<file path="config.mk">
export PLATFORM = sky130hd
export DESIGN_NAME = shs_round
export DESIGN_NICKNAME = d
export VERILOG_FILES = /design/src/rtl/shs_pkg.sv /design/src/rtl/shs_round.sv
export SDC_FILE = /design/constraint.sdc
export NUM_CORES = 1
export LEC_CHECK = 0
export BUFFER_PORTS_ARGS = -buffer_cell sky130_fd_sc_hd__buf_2
export CAP_MARGIN = 25
export CORE_AREA = 2 2 222 224
export DETAILED_ROUTE_END_ITERATION = 10
export DIE_AREA = 0 0 224 226
export GPL_ROUTABILITY_DRIVEN = 0
export PLACE_DENSITY = 0.46
export SYNTH_ARGS = -nofsm -noshare
export SYNTH_HDL_FRONTEND = slang
export SYNTH_SLANG_ARGS = --single-unit
export TNS_END_PERCENT = 30
</file>
<file path="constraint.sdc">
create_clock -name vclk -period 19.2
set_input_delay 5.76 -clock vclk [all_inputs]
set_output_delay 5.76 -clock vclk [all_outputs]
set_load 0.02 [all_outputs]
</file>
<file path="src/rtl/shs_pkg.sv">
package shs_pkg;

    localparam int unsigned WordW     = 32;
    localparam int unsigned NumVars   = 8;
    localparam int unsigned SchedDepth = 16;
    localparam int unsigned NumRounds = 64;
    localparam logic [7:0]  PadMark   = 8'h80;
    localparam logic [5:0]  LenPos    = 6'd56;

    typedef logic [WordW-1:0] t_word;
    typedef t_word t_vars [NumVars];

    typedef struct packed {
        logic [7:0] data_byte;
        logic       has_byte;
        logic       last_byte;
    } t_in;

    typedef struct packed {
        t_word      digest_word;
        logic [2:0] word_index;
        logic       last_word;
    } t_out;

    localparam t_word InitH [NumVars] = '{
        32'h6a09e667, 32'hbb67ae85, 32'h3c6ef372, 32'ha54ff53a,
        32'h510e527f, 32'h9b05688c, 32'h1f83d9ab, 32'h5be0cd19
    };

    localparam t_word RoundK [NumRounds] = '{
        32'h428a2f98, 32'h71374491, 32'hb5c0fbcf, 32'he9b5dba5,
        32'h3956c25b, 32'h59f111f1, 32'h923f82a4, 32'hab1c5ed5,
        32'hd807aa98, 32'h12835b01, 32'h243185be, 32'h550c7dc3,
        32'h72be5d74, 32'h80deb1fe, 32'h9bdc06a7, 32'hc19bf174,
        32'he49b69c1, 32'hefbe4786, 32'h0fc19dc6, 32'h240ca1cc,
        32'h2de92c6f, 32'h4a7484aa, 32'h5cb0a9dc, 32'h76f988da,
        32'h983e5152, 32'ha831c66d, 32'hb00327c8, 32'hbf597fc7,
        32'hc6e00bf3, 32'hd5a79147, 32'h06ca6351, 32'h14292967,
        32'h27b70a85, 32'h2e1b2138, 32'h4d2c6dfc, 32'h53380d13,
        32'h650a7354, 32'h766a0abb, 32'h81c2c92e, 32'h92722c85,
        32'ha2bfe8a1, 32'ha81a664b, 32'hc24b8b70, 32'hc76c51a3,
        32'hd192e819, 32'hd6990624, 32'hf40e3585, 32'h106aa070,
        32'h19a4c116, 32'h1e376c08, 32'h2748774c, 32'h34b0bcb5,
        32'h391c0cb3, 32'h4ed8aa4a, 32'h5b9cca4f, 32'h682e6ff3,
        32'h748f82ee, 32'h78a5636f, 32'h84c87814, 32'h8cc70208,
        32'h90befffa, 32'ha4506ceb, 32'hbef9a3f7, 32'hc67178f2
    };

    function automatic t_word big_s0(input t_word x);
        return {x[1:0], x[31:2]} ^ {x[12:0], x[31:13]} ^ {x[21:0], x[31:22]};
    endfunction

    function automatic t_word big_s1(input t_word x);
        return {x[5:0], x[31:6]} ^ {x[10:0], x[31:11]} ^ {x[24:0], x[31:25]};
    endfunction

    function automatic t_word small_s0(input t_word x);
        return {x[6:0], x[31:7]} ^ {x[17:0], x[31:18]} ^ {3'b000, x[31:3]};
    endfunction

    function automatic t_word small_s1(input t_word x);
        return {x[16:0], x[31:17]} ^ {x[18:0], x[31:19]} ^ {10'd0, x[31:10]};
    endfunction

endpackage

</file>
<file path="src/rtl/shs_round.sv">
module shs_round (
    input  shs_pkg::t_vars i_vars,
    input  shs_pkg::t_word i_w,
    input  shs_pkg::t_word i_k,
    output shs_pkg::t_vars o_vars
);

    shs_pkg::t_word t1;
    shs_pkg::t_word t2;

    always_comb begin
        t1 = i_vars[7] + shs_pkg::big_s1(i_vars[4])
           + ((i_vars[4] & i_vars[5]) ^ (~i_vars[4] & i_vars[6])) + i_k + i_w;
        t2 = shs_pkg::big_s0(i_vars[0])
           + ((i_vars[0] & i_vars[1]) ^ (i_vars[0] & i_vars[2]) ^ (i_vars[1] & i_vars[2]));
        o_vars[7] = i_vars[6];
        o_vars[6] = i_vars[5];
        o_vars[5] = i_vars[4];
        o_vars[4] = i_vars[3] + t1;
        o_vars[3] = i_vars[2];
        o_vars[2] = i_vars[1];
        o_vars[1] = i_vars[0];
        o_vars[0] = t1 + t2;
    end

endmodule

</file>
# == After elaboration in Yosys (flattened, before gate mapping) ==
# Index checks and enable logic that the tools add are counted.
# classes
add_sub_neg,7
mul,0
div,0
order_cmp,0
eq_ne,0
shift,0
mux,0
n_bitwise,13
reduce_logical,0
# ops
cell,count
adder 32 bit,7
XOR 32 bit,7
bitwise AND 32 bit,5
NOT 32 bit,1
# word_totals
ff_bits,0
latchBits,0
ramBits,0
rom_bits,0
out_inout_bits,256
elab_cells,20
n_memories,0

# == Depth between registers and ports, before layout ==
# Gate-level depths: netlist (run 1).
# depth
ltp_word,7
depth_mapped,30

# == Worst setup path before layout (run 1) ==
# Ideal clock, no wire load.
# synth_timing
path_kind,input to output
startpoint,input i_vars[1] (netlist bit)
endpoint,output o_vars[255] (netlist bit)
arrival_ns,11.874
setup_slack_ns,1.566
path_stages,28
n_path_buf,0
cell_sequence,inv_1 > fa_1 > fa_1 > fa_1 > inv_1 > ha_1 > fa_1 > a211oi_1 > nor2_1 > o21ai_1 > o21ai_1 > nor2b_1 > nand2_1 > a41oi_1 > xnor2_1 > inv_1 > fa_1 > inv_1 > ha_1 > o21ai_0 > o21bai_1 > a221oi_1 > nand2_1 > a21oi_4 > o211ai_2 > and3_4 > a311o_1 > xnor2_1
# synth_rtl
item,line,text
from (decl),shs_round.sv:2,"input shs_pkg::t_vars i_vars,"
to (decl),shs_round.sv:5,output shs_pkg::t_vars o_vars

==> summary.md, run 1 <==
| Metric | Value |
|---|---|
| Status | `completed` |
| Count of final setup violators | `0` |
| I/O Pins | `about 580` |
| Synth area leaders | `fa_1 (22%), buf_4 (13%), xnor2_1 (11%)` |
| Worst path slowest cell | `fa_1` |
| Final Max Tran Viols | `0` |
| Count of cell types in the netlist | `67` |
| GRT Total Usage | `0.181` |
| Layout cells sized above 1 | `0.330` |
| HPWL after DPL | `about 44 mm` |
| Critical Path AT | `between 10 and 15 ns` |
| Area grow syn2layout | `19.4%` |
| DRC Markers | `0` |
| Critical Path End Type | `output port` |
| Seq Cell Count | `0` |
| Starting Density | `0.235` |
| Detailed Routing Iterations Pass 1 | `5` |
| Synth Area per Inst | `approximately 7.8 sq um` |
| Layout clock buffers | `0` |
| Critical Path Fanout Max | `6` |
| Fin crit share | `0.967` |
| Routed Antenna Nets | `0` |
| DP Area | `between 10000 and 15000 sq um` |
| Max_cap viols | `0` |
| Die Width | `about 220 um` |
| Synthesis Warnings | `0` |
| Hold Path Class | `in -> out` |
| CP peak stage delay | `around 0.56 ns` |
| Die height | `around 230 um` |
| First-pass GRT wire length | `67.7 mm` |
| Layout Cells excl Fill | `2450` |
| Post-Route WL | `approximately 48 mm` |
| Starting DRT DRC Count | `~270` |
| Post-synth top area share | `0.221` |
| Count leader, synth | `inv_1` |
| Synth Net Count | `approximately 2.0k` |
| Largest net degree at the start of global routing | `8` |
| Antenna violations before repair | `10` |
| Vias in the first global route | `between 10k and 15k` |
| Routed vias | `between 10k and 15k` |
| Largest family of logic cells by synthesized area | `adder cells` |
| Core Rows | `between 80 and 90` |
| Max Clk Rate | `about 0.054 GHz` |
| Synth top cells by count | `inv_1 (314), buf_4 (192), xnor2_1 (147), fa_1 (125), ha_1 (93)` |
| Cell taking the most area after synthesis | `fa_1` |
| CP Class | `in -> out` |
| Mux cell area share after synthesis | `0.0303` |
| CP Launch Type | `primary input` |
| Fill count | `roughly 5.3k` |
| Simple-gate area share of the yosys netlist | `0.0662` |
| Rel. slew slack | `0.461` |
| Mapped Area | `11300 sq um` |
| Synth Area in Compound Gates | `0.173` |
| Storage element area | `0 sq um` |
| Setup Fix Bufs, Post-CTS | `0` |
| Seq/Total Area, Yosys | `0` |
| Min cycle time layout | `between 15 and 20 ns` |
| Final hold vios | `0` |
| Final net count | `~2.4k` |
| Vias/cell | `around 4.3` |
| RSZ-0062 raised after global routing | `no` |
| Die area | `50600 sq um` |
| Routed len/inst | `19.4 um` |
| Final instance area | `13500 sq um` |
| Worst Max-Slew Pin Slew | `about 0.80 ns` |
| PortBufs | `around 580` |
| Placed Cells | `roughly 2.4k` |
| Area occupied by multi-input gates | `8660 sq um` |
| Hold buffers post-CTS | `0` |
| Core area | `a little under 50000 sq um` |
| Syn Inst Count | `roughly 1.5k` |
| PostCTS Resize Cnt | `0` |
| Required time worst endpoint | `approximately 13 ns` |
| Total negative slack | `0 ns` |
| Synth Area in XOR/XNOR | `0.167` |
| Gr ovfl total | `0` |
| Synth Area in Adders | `0.326` |
## metal layers
layer  up-vias  track usage  part of all wire
li1       5205            -                 -
met1      4950        0.218              0.41
met2       377        0.345              0.52
met3        55       0.0128             0.038
met4         2       0.0497             0.030
met5         -            0           0.00027
## kinds of logic after synthesis
family                     after synthesis
AOI/OAI and AO/OA                      301
xor gates and xnor gates               217
adders and majority gates              221
buffers and inverters                  525
muxes                                   33
and+or+nand+nor                        153
## worst max-delay path, delay by kind of cell
| family | cells | cell delay (ns) |
|---|---|---|
| compound gates | 14 | 3.40 |
| fa+ha+maj | 5 | 2.05 |
| xor+xnor | 3 | 0.64 |
| buf+inv | 5 | 0.51 |
| simple gates | 3 | 0.44 |
## per-stage QoR
step	hold slack [ns]	setup slack (ns)	utilization
floorplan	11.63	1.57	-
global placement	11.75	0.766	0.280
detailed placement	11.75	0.582	0.280
CTS	11.75	0.568	0.280
global route	11.76	0.0592	0.280
finish	11.75	0.630	0.280
## cells in the final DEF, fill, tap and decap left out, types with 3 or more instances in the layout
master	n
o22ai_1	4
buf_4	4
nor2b_1	8
and3_1	5
nand3_1	13
a221oi_1	4
nand2_1	34
inv_1	314
xnor2_1	147
fa_1	125
o21ai_1	17
buf_2	576
o31ai_1	3
a221o_1	3
mux2i_1	22
o211ai_1	6
nor3_1	7
nand4_1	8
maj3_1	3
mux2_2	11
a21o_1	59
and2_1	6
a21oi_1	76
ha_1	93
a211o_1	4
a211oi_1	11
diode_2	9
nand2b_1	6
xor2_1	70
o21ai_0	56
a31oi_1	8
o21bai_1	15
or3_1	4
o21a_1	9
nor2_1	49
and4_1	3
## final timing paths
kind	from	endpoint	slack (ns)	cells past startpoint
worst min-delay path	i_vars[49]	o_vars[17]	11.75	2
worst max-delay path	i_vars[109]	o_vars[255]	0.63	30
## final cells by class
| class | count | area share |
|---|---|---|
| Multi-Input combinational cell | 925 | 0.639 |
| Timing Repair Buffer | 580 | 0.215 |
| Tap cell | 622 | 0.0574 |
| Antenna cell | 9 | 0.00166 |
| Inverter | 314 | 0.0870 |
Power of run 1 is not shown: default switching activity piles up to over one toggle a cycle in this logic, so the estimate is an artifact.
==> inputs of run 2 (changes only) <==
--- a/config.mk
+++ b/config.mk
@@ -12,6 +12,7 @@
 export DIE_AREA = 0 0 224 226
 export GPL_ROUTABILITY_DRIVEN = 0
 export PLACE_DENSITY = 0.46
+export REMOVE_ABC_BUFFERS = 1
 export SYNTH_ARGS = -nofsm -noshare
 export SYNTH_HDL_FRONTEND = slang
 export SYNTH_SLANG_ARGS = --single-unit
==> run 2 against run 1 <==
  * First-iteration DRC count increased by 8.1%
  * Hold slack about the same
  * Sequential share of layout area is the same
  * Worst setup slack lost 0.014 ns
  * Critical path depth stayed put
  * Cell area barely moved
  * Sequential cell count stayed put
  * Clock-buffer cell count unchanged
  * Non-clock buffer count is 2 higher
  * Die area is the same
  * Core utilization about the same
  * Wire length grew 2.3%
  * Critical path type unchanged
  * Highest routed layer unchanged
==> summary.md, run 2 (same netlist as run 1, synthesis figures left out) <==
| Metric | Value |
|---|---|
| Status | `completed` |
| I/O Pins | `around 580` |
| CP peak stage delay | `~0.5 ns` |
| Final net count | `2361` |
| Largest net degree at the start of global routing | `8` |
| Die Width | `roughly 220 um` |
| Placed Cells | `around 2.4k` |
| PostCTS Resize Cnt | `0` |
| Setup Fix Bufs, Post-CTS | `0` |
| Area grow syn2layout | `19.4%` |
| Storage element area | `0 sq um` |
| Layout Cells excl Fill | `around 2.4k` |
| Count of final setup violators | `0` |
| Post-Route WL | `between 40 and 50 mm` |
| Worst Max-Slew Pin Slew | `~0.7 ns` |
| Required time worst endpoint | `around 13 ns` |
| Final Max Tran Viols | `0` |
| Vias in the first global route | `approximately 11k` |
| Hold Path Class | `in -> out` |
| Commonest non-fill, non-tap cell in the layout | `buf_2` |
| Die height | `between 200 and 250 um` |
| Core area | `~48000 sq um` |
| Hold buffers post-CTS | `0` |
| DRC Markers | `0` |
| Max Clk Rate | `0.0538 GHz` |
| Critical Path Fanout Max | `5` |
| Starting Density | `0.235` |
| Layout clock buffers | `0` |
| CP Class | `in -> out` |
| CP bufs+invs | `5` |
| Routed len/inst | `slightly below 20 um` |
| Die area | `approximately 51000 sq um` |
| Detailed Routing Iterations Pass 1 | `5` |
| Top delay family on crit path | `adder cells` |
| Gr ovfl total | `0` |
| Max_cap viols | `0` |
| Cell mode on critical path | `fa_1` |
| Final hold vios | `0` |
| Final instance area | `between 10000 and 15000 sq um` |
| RSZ-0062 raised after global routing | `no` |
| CP Launch Type | `primary input` |
| Most frequent cells in the layout | `buf_2 (576), inv_1 (314), xnor2_1 (147)` |
| HPWL after DPL | `around 45 mm` |
| Rel. slew slack | `0.529` |
| PortBufs | `576` |
| Critical Path End Type | `output port` |
| Total negative slack | `0 ns` |
| First-pass GRT wire length | `a little under 70 mm` |
| Routed Antenna Nets | `0` |
| Worst path slowest cell | `fa_1` |
| Fin crit share | `0.968` |
| Core Rows | `~80` |
| Min cycle time layout | `about 19 ns` |
| Layout cells sized above 1 | `0.331` |
| Antenna violations before repair | `8` |
| Critical Path AT | `12.82 ns` |
| DP Area | `between 10000 and 15000 sq um` |
| Vias/cell | `about 4.3` |
| Routed vias | `between 10k and 15k` |
| Starting DRT DRC Count | `between 200 and 300` |
| GRT Total Usage | `0.183` |
| Seq Cell Count | `0` |
==> run 2: metrics by stage <==
stage / utilization / hold WS, ns / setup WS (ns)
3_3_place_gp: 0.280 / 11.75 / 0.648
3_5_place_dp: 0.280 / 11.75 / 0.560
6_report: 0.280 / 11.75 / 0.615
4_1_cts: 0.280 / 11.75 / 0.536
5_1_grt: 0.280 / 11.76 / 0.115
2_1_floorplan: - / 11.52 / 1.57
==> run 2: area by class of cell <==
class / count / area (sq um)
Fill cell: 5339 / 34800
Multi-Input combinational cell: 925 / 8660
Timing Repair Buffer: 582 / 2930
Inverter: 314 / 1180
Tap cell: 622 / 778
Antenna cell: 5 / 12.5
==> run 2: worst paths after layout <==
| kind | to | depth (start not counted) | startpoint | slack (ns) |
|---|---|---|---|---|
| min | o_vars[25] | 2 | i_vars[57] | 11.75 |
| max | o_vars[255] | 30 | i_vars[103] | 0.62 |
==> run 2: layer usage <==
layer | up-vias | routed length, um | track usage
met2 | 417 | 25400 | 0.359
met1 | 4963 | 20200 | 0.218
li1 | 5197 | - | -
met4 | 2 | 1190 | 0.0406
met3 | 48 | 1920 | 0.0107
met5 | - | 14 | 0
Power of run 2 is left out for the same reason.
==> inputs of run 3 (changes only) <==
--- a/config.mk
+++ b/config.mk
@@ -11,8 +11,8 @@
 export DETAILED_ROUTE_END_ITERATION = 10
 export DIE_AREA = 0 0 224 226
 export GPL_ROUTABILITY_DRIVEN = 0
-export PLACE_DENSITY = 0.46
 export REMOVE_ABC_BUFFERS = 1
+export SETUP_SLACK_MARGIN = 0.2
 export SYNTH_ARGS = -nofsm -noshare
 export SYNTH_HDL_FRONTEND = slang
 export SYNTH_SLANG_ARGS = --single-unit
==> run 3 against run 2 <==
  * Cell area barely moved
  * Wire length rose by 2.4%
  * Clock-buffer cell count unchanged
==> summary.md, run 3 (same netlist as run 1, synthesis figures left out) <==
| Metric | Value |
|---|---|
| Layout Cells excl Fill | `around 2.4k` |
| Critical Path Fanout Max | `6` |
| CP Launch Type | `primary input` |
| Max_cap viols | `0` |
| Starting Density | `0.235` |
| Max Clk Rate | `between 0.05 and 0.06 GHz` |
| Most frequent cells in the layout | `buf_2 (576), inv_1 (314), xnor2_1 (147)` |
| Detailed Routing Iterations Pass 1 | `4` |
| Cell mode on critical path | `inv_1` |
| DRC Markers | `0` |
| Rel. slew slack | `0.594` |
| Setup Fix Bufs, Post-CTS | `0` |
| Required time worst endpoint | `13.44 ns` |
| Vias/cell | `about 4.4` |
| PostCTS Resize Cnt | `0` |
| CP peak stage delay | `roughly 0.52 ns` |
| Area grow syn2layout | `19.3%` |
| HPWL after DPL | `about 46 mm` |
| Hold buffers post-CTS | `0` |
| Core Rows | `81` |
| Worst path slowest cell | `fa_1` |
| Placed Cells | `approximately 2.4k` |
| Antenna violations before repair | `8` |
| Die Width | `roughly 220 um` |
| Total negative slack | `0 ns` |
| Routed vias | `between 10k and 15k` |
| Routed Antenna Nets | `0` |
| PortBufs | `576` |
| Seq Cell Count | `0` |
| Critical Path AT | `between 10 and 15 ns` |
| Worst Max-Slew Pin Slew | `about 0.60 ns` |
| Final Max Tran Viols | `0` |
| Core area | `between 40000 and 50000 sq um` |
| Final hold vios | `0` |
| Die area | `between 50000 and 60000 sq um` |
| GRT Total Usage | `0.188` |
| Largest net degree at the start of global routing | `8` |
| Commonest non-fill, non-tap cell in the layout | `buf_2` |
| Storage element area | `0 sq um` |
| Layout clock buffers | `0` |
| Status | `completed` |
| Starting DRT DRC Count | `349` |
| Min cycle time layout | `18.36 ns` |
| Fin crit share | `0.956` |
| Routed len/inst | `slightly above 20 um` |
| RSZ-0062 raised after global routing | `no` |
| Final net count | `~2.4k` |
| Area occupied by multi-input gates | `around 8700 sq um` |
| Fill count | `roughly 5.3k` |
| Layout cells sized above 1 | `0.331` |
| Post-Route WL | `between 40 and 50 mm` |
| Die height | `about 230 um` |
| Critical Path End Type | `output port` |
| First-pass GRT wire length | `roughly 69 mm` |
| Count of final setup violators | `0` |
| Gr ovfl total | `0` |
| CP Class | `in -> out` |
| Vias in the first global route | `10.9k` |
| I/O Pins | `576` |
| DP Worst Slack | `between 0.8 and 0.9 ns` |
| Setup ws final | `about 0.84 ns` |
| Hold Path Class | `in -> out` |
## run 3: cell types whose count changed in the layout (fill, tap and decap cells not counted), sizes merged
cell	previous run	this run
diode	5	3
buf	582	581
## run 3: path summary, 6_finish.rpt
kind	cells after the start	end	startpoint	slack, ns
min	2	o_vars[25]	i_vars[57]	11.75
max	32	o_vars[255]	i_vars[3]	0.84
## run 3: metal layers
metal  track usage  vias to the layer above  wire [um]
met1         0.218                     5068      19900
met5             0                        -         61
met2         0.354                      513      25100
met4        0.0634                        8       2010
li1              -                     5198          -
met3        0.0238                       83       2760
## run 3: through the flow
stage,area [sq um],hold WS [ns],utilization
2_1_floorplan,9830,11.52,-
3_3_place_gp,13500,11.75,0.280
3_5_place_dp,13500,11.75,0.280
4_1_cts,13500,11.75,0.280
5_1_grt,13500,11.76,0.280
6_report,13500,11.75,0.280
## run 3: final cells by class
type	count	share of cell area
diodes	3	0.000554
repair buffers	581	0.216
inverters	314	0.0870
well taps	622	0.0575
multi-input cells	925	0.639
## run 3: worst max-delay path: cells and delay by family
family / cells / cell delay, ns
AOI/OAI and AO/OA: 14 / 2.92
adders and majority gates: 6 / 2.68
and+or+nand+nor: 3 / 0.42
buffers and inverters: 8 / 0.65
xor gates and xnor gates: 1 / 0.14
Power of run 3 is left out for the same reason.
